$ cat src/rtl/box_non_max_suppression_macros.svh
// ----------------------------------------------------------------------------
// box_non_max_suppression_macros
// Assertion macros used by the box suppression controller.
// ----------------------------------------------------------------------------
`ifndef BOX_NON_MAX_SUPPRESSION_MACROS_SVH
`define BOX_NON_MAX_SUPPRESSION_MACROS_SVH

// Same-cycle implication, disabled during reset.
`define BNMS_ASSERT_NOW(lbl, a, c) \
  lbl: assert property (@(posedge clk) disable iff (rst) (a) |-> (c)) \
    else $error("bnms assertion failed");

// Next-cycle implication, disabled during reset.
`define BNMS_ASSERT_NEXT(lbl, a, c) \
  lbl: assert property (@(posedge clk) disable iff (rst) (a) |=> (c)) \
    else $error("bnms assertion failed");

`endif

$ cat src/rtl/bnms_pkg.sv
// ----------------------------------------------------------------------------
// bnms_pkg
// Types and command codes shared by the box suppression controller and datapath.
// ----------------------------------------------------------------------------
`default_nettype none

package bnms_pkg;

  typedef struct packed {
    logic [15:0]        left_edge;
    logic [15:0]        top_edge;
    logic [15:0]        right_edge;
    logic [15:0]        bottom_edge;
    logic signed [15:0] box_score;
    logic               final_box;
  } box_in_t;

  typedef struct packed {
    logic [15:0]        kept_left;
    logic [15:0]        kept_top;
    logic [15:0]        kept_right;
    logic [15:0]        kept_bottom;
    logic signed [15:0] kept_score;
    logic               last_kept;
  } box_out_t;

  typedef struct packed {
    logic signed [15:0] score;
    logic [15:0]        y2;
    logic [15:0]        x2;
    logic [15:0]        y1;
    logic [15:0]        x1;
  } entry_t;

  typedef logic [3:0] op_t;

  localparam op_t OP_NONE     = 4'd0;
  localparam op_t OP_LOAD     = 4'd1;
  localparam op_t OP_BEST_CLR = 4'd2;
  localparam op_t OP_SCAN     = 4'd3;
  localparam op_t OP_SEL_RD   = 4'd4;
  localparam op_t OP_SEL_CAP  = 4'd5;
  localparam op_t OP_AREA     = 4'd6;
  localparam op_t OP_GEOM     = 4'd7;
  localparam op_t OP_INTER    = 4'd8;
  localparam op_t OP_AREAB    = 4'd9;
  localparam op_t OP_DEN      = 4'd10;
  localparam op_t OP_PROD     = 4'd11;
  localparam op_t OP_TEST     = 4'd12;
  localparam op_t OP_FLUSH    = 4'd13;

  typedef struct packed {
    op_t op;
  } cmd_t;

  typedef struct packed {
    logic alive_bit;
    logic any_alive;
    logic best_found;
  } status_t;

  localparam int CfgIndexW = 2;
  localparam logic [CfgIndexW-1:0] CFG_THRESHOLD = 2'd0;
  localparam logic [CfgIndexW-1:0] CFG_LIMIT     = 2'd1;

endpackage

`default_nettype wire

$ cat src/rtl/bnms_ctrl.sv
// ----------------------------------------------------------------------------
// bnms_ctrl
// Sequencer: load, best-score rounds, suppression sweep and emission.
// ----------------------------------------------------------------------------
`default_nettype none

`include "box_non_max_suppression_macros.svh"

module bnms_ctrl import bnms_pkg::*; #(
  parameter int MAX_BOXES = 64,
  parameter int IDXW      = $clog2(MAX_BOXES),
  parameter int CNTW      = $clog2(MAX_BOXES + 1)
) (
  input  wire logic            clk,
  input  wire logic            rst,
  input  wire logic            box_valid,
  input  wire logic            final_box,
  output logic                 box_stall,
  output logic                 kept_valid,
  input  wire logic            kept_stall,
  output logic                 last,
  input  wire logic [6:0]      limit,
  input  wire status_t         status,
  output cmd_t                 cmd,
  output logic [IDXW-1:0]      addr
);

  localparam logic [3:0] S_IDLE     = 4'd0;
  localparam logic [3:0] S_START    = 4'd1;
  localparam logic [3:0] S_SCAN_CHK = 4'd2;
  localparam logic [3:0] S_SCAN_CMP = 4'd3;
  localparam logic [3:0] S_SEL_RD   = 4'd4;
  localparam logic [3:0] S_SEL_CAP  = 4'd5;
  localparam logic [3:0] S_AREA     = 4'd6;
  localparam logic [3:0] S_SUP_CHK  = 4'd7;
  localparam logic [3:0] S_GEOM     = 4'd8;
  localparam logic [3:0] S_INTER    = 4'd9;
  localparam logic [3:0] S_AREAB    = 4'd10;
  localparam logic [3:0] S_DEN      = 4'd11;
  localparam logic [3:0] S_PROD     = 4'd12;
  localparam logic [3:0] S_TEST     = 4'd13;
  localparam logic [3:0] S_EMIT     = 4'd14;
  localparam logic [3:0] S_FINISH   = 4'd15;

  logic [3:0]      state, state_next;
  logic [CNTW-1:0] idx, idx_next;
  logic [CNTW-1:0] count, count_next;
  logic [6:0]      kept, kept_next;
  logic            room;

  assign room      = count < CNTW'(MAX_BOXES);
  assign box_stall = (state != S_IDLE);
  assign kept_valid = (state == S_EMIT);
  assign last = (({1'b0, kept} + 8'd1) == {1'b0, limit}) || !status.any_alive;

  always_comb begin
    state_next = state;
    idx_next   = idx;
    count_next = count;
    kept_next  = kept;
    cmd.op     = OP_NONE;
    addr       = idx[IDXW-1:0];
    case (state)
      S_IDLE: begin
        addr = count[IDXW-1:0];
        if (box_valid) begin
          if (room) begin
            cmd.op     = OP_LOAD;
            count_next = count + CNTW'(1);
          end
          if (final_box) begin
            state_next = S_START;
          end
        end
      end
      S_START: begin
        cmd.op   = OP_BEST_CLR;
        idx_next = '0;
        state_next = (kept >= limit) ? S_FINISH : S_SCAN_CHK;
      end
      S_SCAN_CHK: begin
        if (idx == count) begin
          state_next = status.best_found ? S_SEL_RD : S_FINISH;
        end else if (status.alive_bit) begin
          state_next = S_SCAN_CMP;
        end else begin
          idx_next = idx + CNTW'(1);
        end
      end
      S_SCAN_CMP: begin
        cmd.op     = OP_SCAN;
        idx_next   = idx + CNTW'(1);
        state_next = S_SCAN_CHK;
      end
      S_SEL_RD: begin
        cmd.op     = OP_SEL_RD;
        state_next = S_SEL_CAP;
      end
      S_SEL_CAP: begin
        cmd.op     = OP_SEL_CAP;
        state_next = S_AREA;
      end
      S_AREA: begin
        cmd.op     = OP_AREA;
        idx_next   = '0;
        state_next = S_SUP_CHK;
      end
      S_SUP_CHK: begin
        if (idx == count) begin
          state_next = S_EMIT;
        end else if (status.alive_bit) begin
          state_next = S_GEOM;
        end else begin
          idx_next = idx + CNTW'(1);
        end
      end
      S_GEOM: begin
        cmd.op = OP_GEOM;
        state_next = S_INTER;
      end
      S_INTER: begin
        cmd.op = OP_INTER;
        state_next = S_AREAB;
      end
      S_AREAB: begin
        cmd.op = OP_AREAB;
        state_next = S_DEN;
      end
      S_DEN: begin
        cmd.op = OP_DEN;
        state_next = S_PROD;
      end
      S_PROD: begin
        cmd.op = OP_PROD;
        state_next = S_TEST;
      end
      S_TEST: begin
        cmd.op     = OP_TEST;
        idx_next   = idx + CNTW'(1);
        state_next = S_SUP_CHK;
      end
      S_EMIT: begin
        // hold the item until the sink takes it
        if (!kept_stall) begin
          kept_next  = kept + 7'd1;
          state_next = last ? S_FINISH : S_START;
        end
      end
      S_FINISH: begin
        cmd.op     = OP_FLUSH;
        count_next = '0;
        kept_next  = '0;
        state_next = S_IDLE;
      end
      default: state_next = S_IDLE;
    endcase
  end

  always_ff @(posedge clk) begin
    if (rst) begin
      state <= S_IDLE;
      idx   <= '0;
      count <= '0;
      kept  <= '0;
    end else begin
      state <= state_next;
      idx   <= idx_next;
      count <= count_next;
      kept  <= kept_next;
    end
  end

  `BNMS_ASSERT_NOW(a_emit_under_limit, kept_valid, kept < limit)
  `BNMS_ASSERT_NOW(a_count_bounded, 1'b1, count <= CNTW'(MAX_BOXES))
  `BNMS_ASSERT_NEXT(a_last_ends_batch, kept_valid && !kept_stall && last, state == S_FINISH)

endmodule

`default_nettype wire

$ cat config.mk
export PLATFORM = sky130hd
export DESIGN_NAME = bnms_ctrl
export DESIGN_NICKNAME = d
export VERILOG_FILES = /design/src/rtl/bnms_pkg.sv /design/src/rtl/bnms_ctrl.sv
export VERILOG_INCLUDE_DIRS = /design/src /design/src/rtl
export SDC_FILE = /design/constraint.sdc
export NUM_CORES = 1
export LEC_CHECK = 0
export CORE_UTILIZATION = 55
export CTS_BUF_LIST = sky130_fd_sc_hd__clkbuf_16
export CTS_CLUSTER_SIZE = 30
export DETAILED_ROUTE_END_ITERATION = 10
export DONT_BUFFER_PORTS = 1
export PLACE_DENSITY = 0.67
export SETUP_SLACK_MARGIN = 0.1
export SYNTH_ARGS = -nofsm -noshare
export SYNTH_HDL_FRONTEND = slang
export SYNTH_SLANG_ARGS = --single-unit
$ cat constraint.sdc
create_clock -name clk -period 2 [get_ports clk]
set_input_delay 0.4 -clock clk [delete_from_list [all_inputs] [get_ports clk]]
set_output_delay 0.4 -clock clk [all_outputs]
set_load 0.03 [all_outputs]
# --- After elaboration in Yosys (flattened, before gate mapping) ---
# Index checks and enable logic that the tools add are counted.
totals:
  ff_bits: 25
  in_bits: 15
op_classes:
  addsub: 4
  magnitude_cmp: 2
  n_eq_ne: 25
  n_mux: 23
  n_reduce_logical: 15
ops:
  columns: ["cell", "count"]
  rows:
  - ["4-bit one-hot mux with 15 select lines", 1]
  - ["4-bit one-hot mux with 13 select lines", 1]
  - ["4-bit 2-to-1 mux", 10]
  - ["7-bit 2-to-1 mux", 5]
  - ["4-bit == test (second input constant)", 8]
  - ["7-bit one-hot mux with 2 select lines", 2]
  - ["7-bit by 1-bit adder with 7-bit output (second input constant)", 3]
  - ["7-bit one-hot mux with 3 select lines", 1]
  - ["4-bit by 3-bit == test with 1-bit output (second input constant)", 4]
  - ["2-bit != test (second input constant)", 6]
  - ["7-bit by 1-bit adder with 8-bit output (second input constant)", 1]
  - ["4-bit by 2-bit == test with 1-bit output (second input constant)", 2]
  - ["8-bit by 7-bit == test with 1-bit output", 1]
  - ["2-bit OR reduction", 4]
  - ["7-bit == test", 1]
  - ["7-bit greater-or-equal comparator", 1]
  - ["7-bit < comparator (second input constant)", 1]
  - ["6-bit 2-to-1 mux", 1]
  - ["3-bit != test (second input constant)", 2]
  - ["3-bit AND reduction", 2]
  - ["5-bit AND reduction", 1]
  - ["4-bit by 1-bit == test with 1-bit output (second input constant)", 1]
  - ["4-bit logical NOT", 1]
  - ["2-bit nonzero test", 2]
  - ["6 further kinds", 7]

# --- Depth between registers and ports, before layout ---
logic_depth:
  ltp_word: 6
  depth_mapped: 8
  depth_no_buf: 8

# --- Worst setup path before layout ---
# OpenSTA, ideal clock, no wires.
synth_path:
  path_kind: "register -> output"
  from: "register kept[0]"
  to: "output last"
  t_arrival_ns: 2.041
  path_slack_ns: -0.441
  stages_incl_launch_ff: 8
  path_cell_list: "dfxtp_1 ha_1 clkbuf_1 nand3_1 xnor2_1 nor3_1 o2111ai_1 o21ai_0"
synth_between:
  elab_chain_len: 3
synth_rtl:
  columns: ["item", "line", "rtl"]
  rows:
  - ["start, declared", "bnms_ctrl.sv:48", "logic [6:0] kept, kept_next;"]
  - ["start signal, assigned", "bnms_ctrl.sv:169", "kept <= kept_next;"]
  - ["7-bit by 1-bit adder with 8-bit output", "bnms_ctrl.sv:54", "assign last = (({1'b0, kept} + 8'd1) == {1'b0, limit}) || !status.any_alive;"]
  - ["8-bit by 7-bit == test with 1-bit output", "bnms_ctrl.sv:54", null]
  - ["1-bit logical OR", "bnms_ctrl.sv:54", null]
  - ["end, declared", "bnms_ctrl.sv:21", "output logic last,"]
# Every way passes these cells.

# --- Final worst setup path ---
# Ends and elaborated chain as after synthesis.

==> impl.org <==
** Outcome
- The flow ran to the end, but the final reports show violations.
- The checks that failed: negative setup slack.

** Yosys
- Of the post-synthesis cell area, the part taken by muxes is 0.00507.
- For this run, asynchronously set or reset flops after synthesis account for 0.
- Main combinational cell family by area after synthesis :: simple AND/OR/NAND/NOR gates
- Instance count of the mapped netlist :: 268
- Of the total synthesized cell area, the portion taken by XOR and XNOR cells is 0.0977.
- The largest total area in the synthesized netlist belongs to dfxtp_1.
- Counting every net in the synthesized netlist gives 293.
- The compound-gate portion of the synthesized area was 0.220.
- After synthesis the netlist holds a flip-flop and latch count of 25.
- The synthesized netlist contains 54 unique library cells.
- Ranked by instance count, the synthesized netlist is headed by nand2_1, dfxtp_1, nor2_1, a21oi_1.
- Post-synthesis simple-gate area fraction :: 0.312
- Primary FF master, synth :: dfxtp_1
- Each instance of the synthesized netlist takes up on average 7.36 um2.
- Arithmetic-cell share of the synthesized area counting full adders, half adders and majority gates :: 0.0634
- The share of synthesized area in the top cell type comes to 0.254.
- Dominant cells by area after synthesis :: dfxtp_1, nand2_1, xor2_1, ha_1, a21oi_1
- Sequential fraction of the synthesis area :: 0.254
- Number of synthesis warnings :: 0
- EDFF count, synth :: 0
- In the post-synthesis netlist, the cell with the most instances is nand2_1.
- Cell area after synthesis :: 1970 um2

** Worst setup path
- Arrival time worst endpoint :: 1.73 ns
- Startpoint Class :: register
- Crit. End Element :: output pin
- Register-to-register path setup slack :: -0.08 ns
- The signal on the critical path passes through ha_4, nand3_2, xnor2_1, nor3_2, o2111ai_2, o21ai_2, buf_6.
- The number of buffers and inverters on the critical path is 1.
- Biggest cell delay along the critical path :: 0.37 ns
- CP Max Fanout :: 3
- The critical path is of the reg -> out type.
- In this design, the largest share of critical-path delay is due to flip-flops.
- Critical-path cell with the highest stage delay :: dfxtp_4
- For the worst setup path, the data required time is 1.60 ns.

** Finish
- Of the cells placed in the final design, the portion with a size suffix greater than 1 is 0.407.
- In the final layout, the multi-input gates occupy 1700 um2.
- Relative to the synthesized area, the layout overhead comes to 43.6%.
- The repair_antennas step left the layout with diodes totalling 0.
- After filler insertion, the fill cell instance count of the layout stands at 198.
- Registers take 527 um2.
- Cell area after layout :: 2830 um2
- Net total in the final layout :: 338

** STA
- After layout, the minimum clock period comes to 2.13 ns.
- Dividing the final minimum period by the clock period gives 1.06.
- Final-report max-slew violation count :: 0
- Slew at the pin with the worst max-slew slack :: 0.388 ns
- Setup repair after global routing missed its margin :: true
- Fmax :: 0.470 GHz
- Final setup margin :: -0.129 ns
- The clock arrives with 0.00666 ns of skew.
- Setup-violating endpoint count in the final report :: 4
- The number of hold-slack violations in the final timing report came to 0.
- Slew margin rel. :: 0.741

** Route
- In the routed design, unresolved DRC markers number 0.
- The first detailed-routing pass took 4 iterations.
- Routed via count :: 2114
- WL final :: 5890 um
- Routed len/inst :: 16.5 um
- Starting DRT DRC Count :: 159
- After detailed routing, the number of vias per cell comes to 5.91.
- Final antenna-violating net count :: 0

** Global route
- The via count of the first global-routing pass came to 1844.
- First-pass GRT wire length :: 8120 um
- Antenna violations before repair :: 0
- After global routing the overflow that remains totals 0.
- Across every metal layer, demand over resource in global routing totals 0.286.
- Largest net degree at the start of global routing :: 16

** CTS
- The clock drives 25 sinks.
- Clock buffer count from CTS :: 3
- The tree is rooted in a clkbuf_16.
- In this run the number of H-tree levels came out at 1.
- Insertion delay to the later sink of the worst-skew pair :: 0.26 ns
- Clock-pin slew on the worst setup and hold paths :: 0.07 ns
- TritonCTS built the clock tree.
- Number of buffers added to fix hold violations after cts :: 0
- The clock passes through at most 2 buffers.

** Die
- 28 I/O pins were placed.
- The die is 61.9 um tall.
- Core Rows :: 21
- The die covers 3830 um2.
- Area of the placeable core :: 3390 um2
- The initial utilization of the core area, before any placement, comes to 0.582.
- Die Span X :: 61.9 um

** Power and ir drop
- Power per cell area :: 1010 nW/um2
- Combinational share of power :: 0.606
- The internal power of the cells totals 1.59 mW.
- Of the total power, registers draw 0.233.
- Of the total power, the share spent switching nets is 0.445.
- Switching pwr :: 1.27 mW
- Power consumption :: 2.86 mW
- Clock network fraction of total power :: 0.161
- VDD sags by at most 0.702 mV.
- Static leakage :: 1.20 nW

** Placement
- The wire-length estimate of the detail-placed layout is 3670 um.
- The congestion estimate from routability-driven global placement came to 0.933.
- Once placement finished, the instance area stood at 2280 um2.
- Buffers placed on the I/O ports in this run total 0.

** Job
- Max-cap violations in this run came to 0.

** Min path
- In this run the worst hold path is classified as in -> reg.
[kinds of logic after synthesis]
family,Yosys count
and+or+nand+nor,122
DFF,25
xor gates and xnor gates,22
buffers and inverters,22
muxes,1
adders and majority gates,10
AOI/OAI and AO/OA,66
[flip-flops by register name, summed over array words and instances, names as in the netlist]
register  count
count         7
state         4
idx           7
kept          7
[layout by cell type, fill, tap and decap left out, types with 7 or more instances in the layout]
master / count
a21oi_1: 19
xor2_1: 14
buf_4: 42
o21ai_0: 10
nand3_1: 7
inv_1: 10
buf_6: 7
nand2_4: 9
dfxtp_2: 9
ha_1: 8
dfxtp_1: 12
nand2_1: 23
nor2_1: 25
[repair_timing]
action,4_1_cts,5_1_grt
buffers inserted,12,3
setup endpoints to repair,11,25
gates cloned,0,0
gates resized for setup,43,55
pin swaps,17,19
[power by group through the flow]
| stage | combinational [mW] | sequential [mW] | clock (mW) |
|---|---|---|---|
| after detailed placement | 1.13 | 0.653 | 0 |
| after global placement | 1.13 | 0.651 | 0 |
| after floorplan | 0.871 | 0.621 | 0 |
| final | 1.73 | 0.668 | 0.460 |
| after global routing | 1.85 | 0.679 | 0.484 |
| after CTS | 1.26 | 0.641 | 0.455 |
[worst paths after layout]
path              end  depth (start not counted)     from
max              last                          7  kept[0]
max reg2reg  state[3]                         11  kept[0]
min reg2reg    idx[6]                          2   idx[6]
min          state[3]                          1      rst
[stage by stage]
step                cells  setup TNS [ns]   util  hold WS [ns]  worst slack (ns)
floorplan             268               0      -         0.466           0.00647
global placement      342               0  0.671         0.467            0.0227
detailed placement    342               0  0.671         0.467            0.0171
CTS                   357          -0.116  0.766         0.194            -0.116
global route          358          -0.658  0.836         0.183            -0.214
finish                358          -0.295  0.836         0.189            -0.129
[metal layers]
layer / up-vias / GRT usage / wire length, um
met5: - / 0 / 0
met4: 0 / 0.0857 / 123
met3: 14 / 0.0559 / 276
met2: 71 / 0.479 / 2870
met1: 992 / 0.372 / 2620
li1: 1037 / - / -
[cell type report]
| type | instances | area share |
|---|---|---|
| Tap cell | 46 | 0.0203 |
| Inverter | 11 | 0.0146 |
| Multi-Input combinational cell | 221 | 0.600 |
| Clock buffer | 3 | 0.0265 |
| Timing Repair Buffer | 51 | 0.151 |
| Sequential cell | 25 | 0.186 |
| Clock inverter | 1 | 0.00177 |
(Power assumes the default switching activity.)
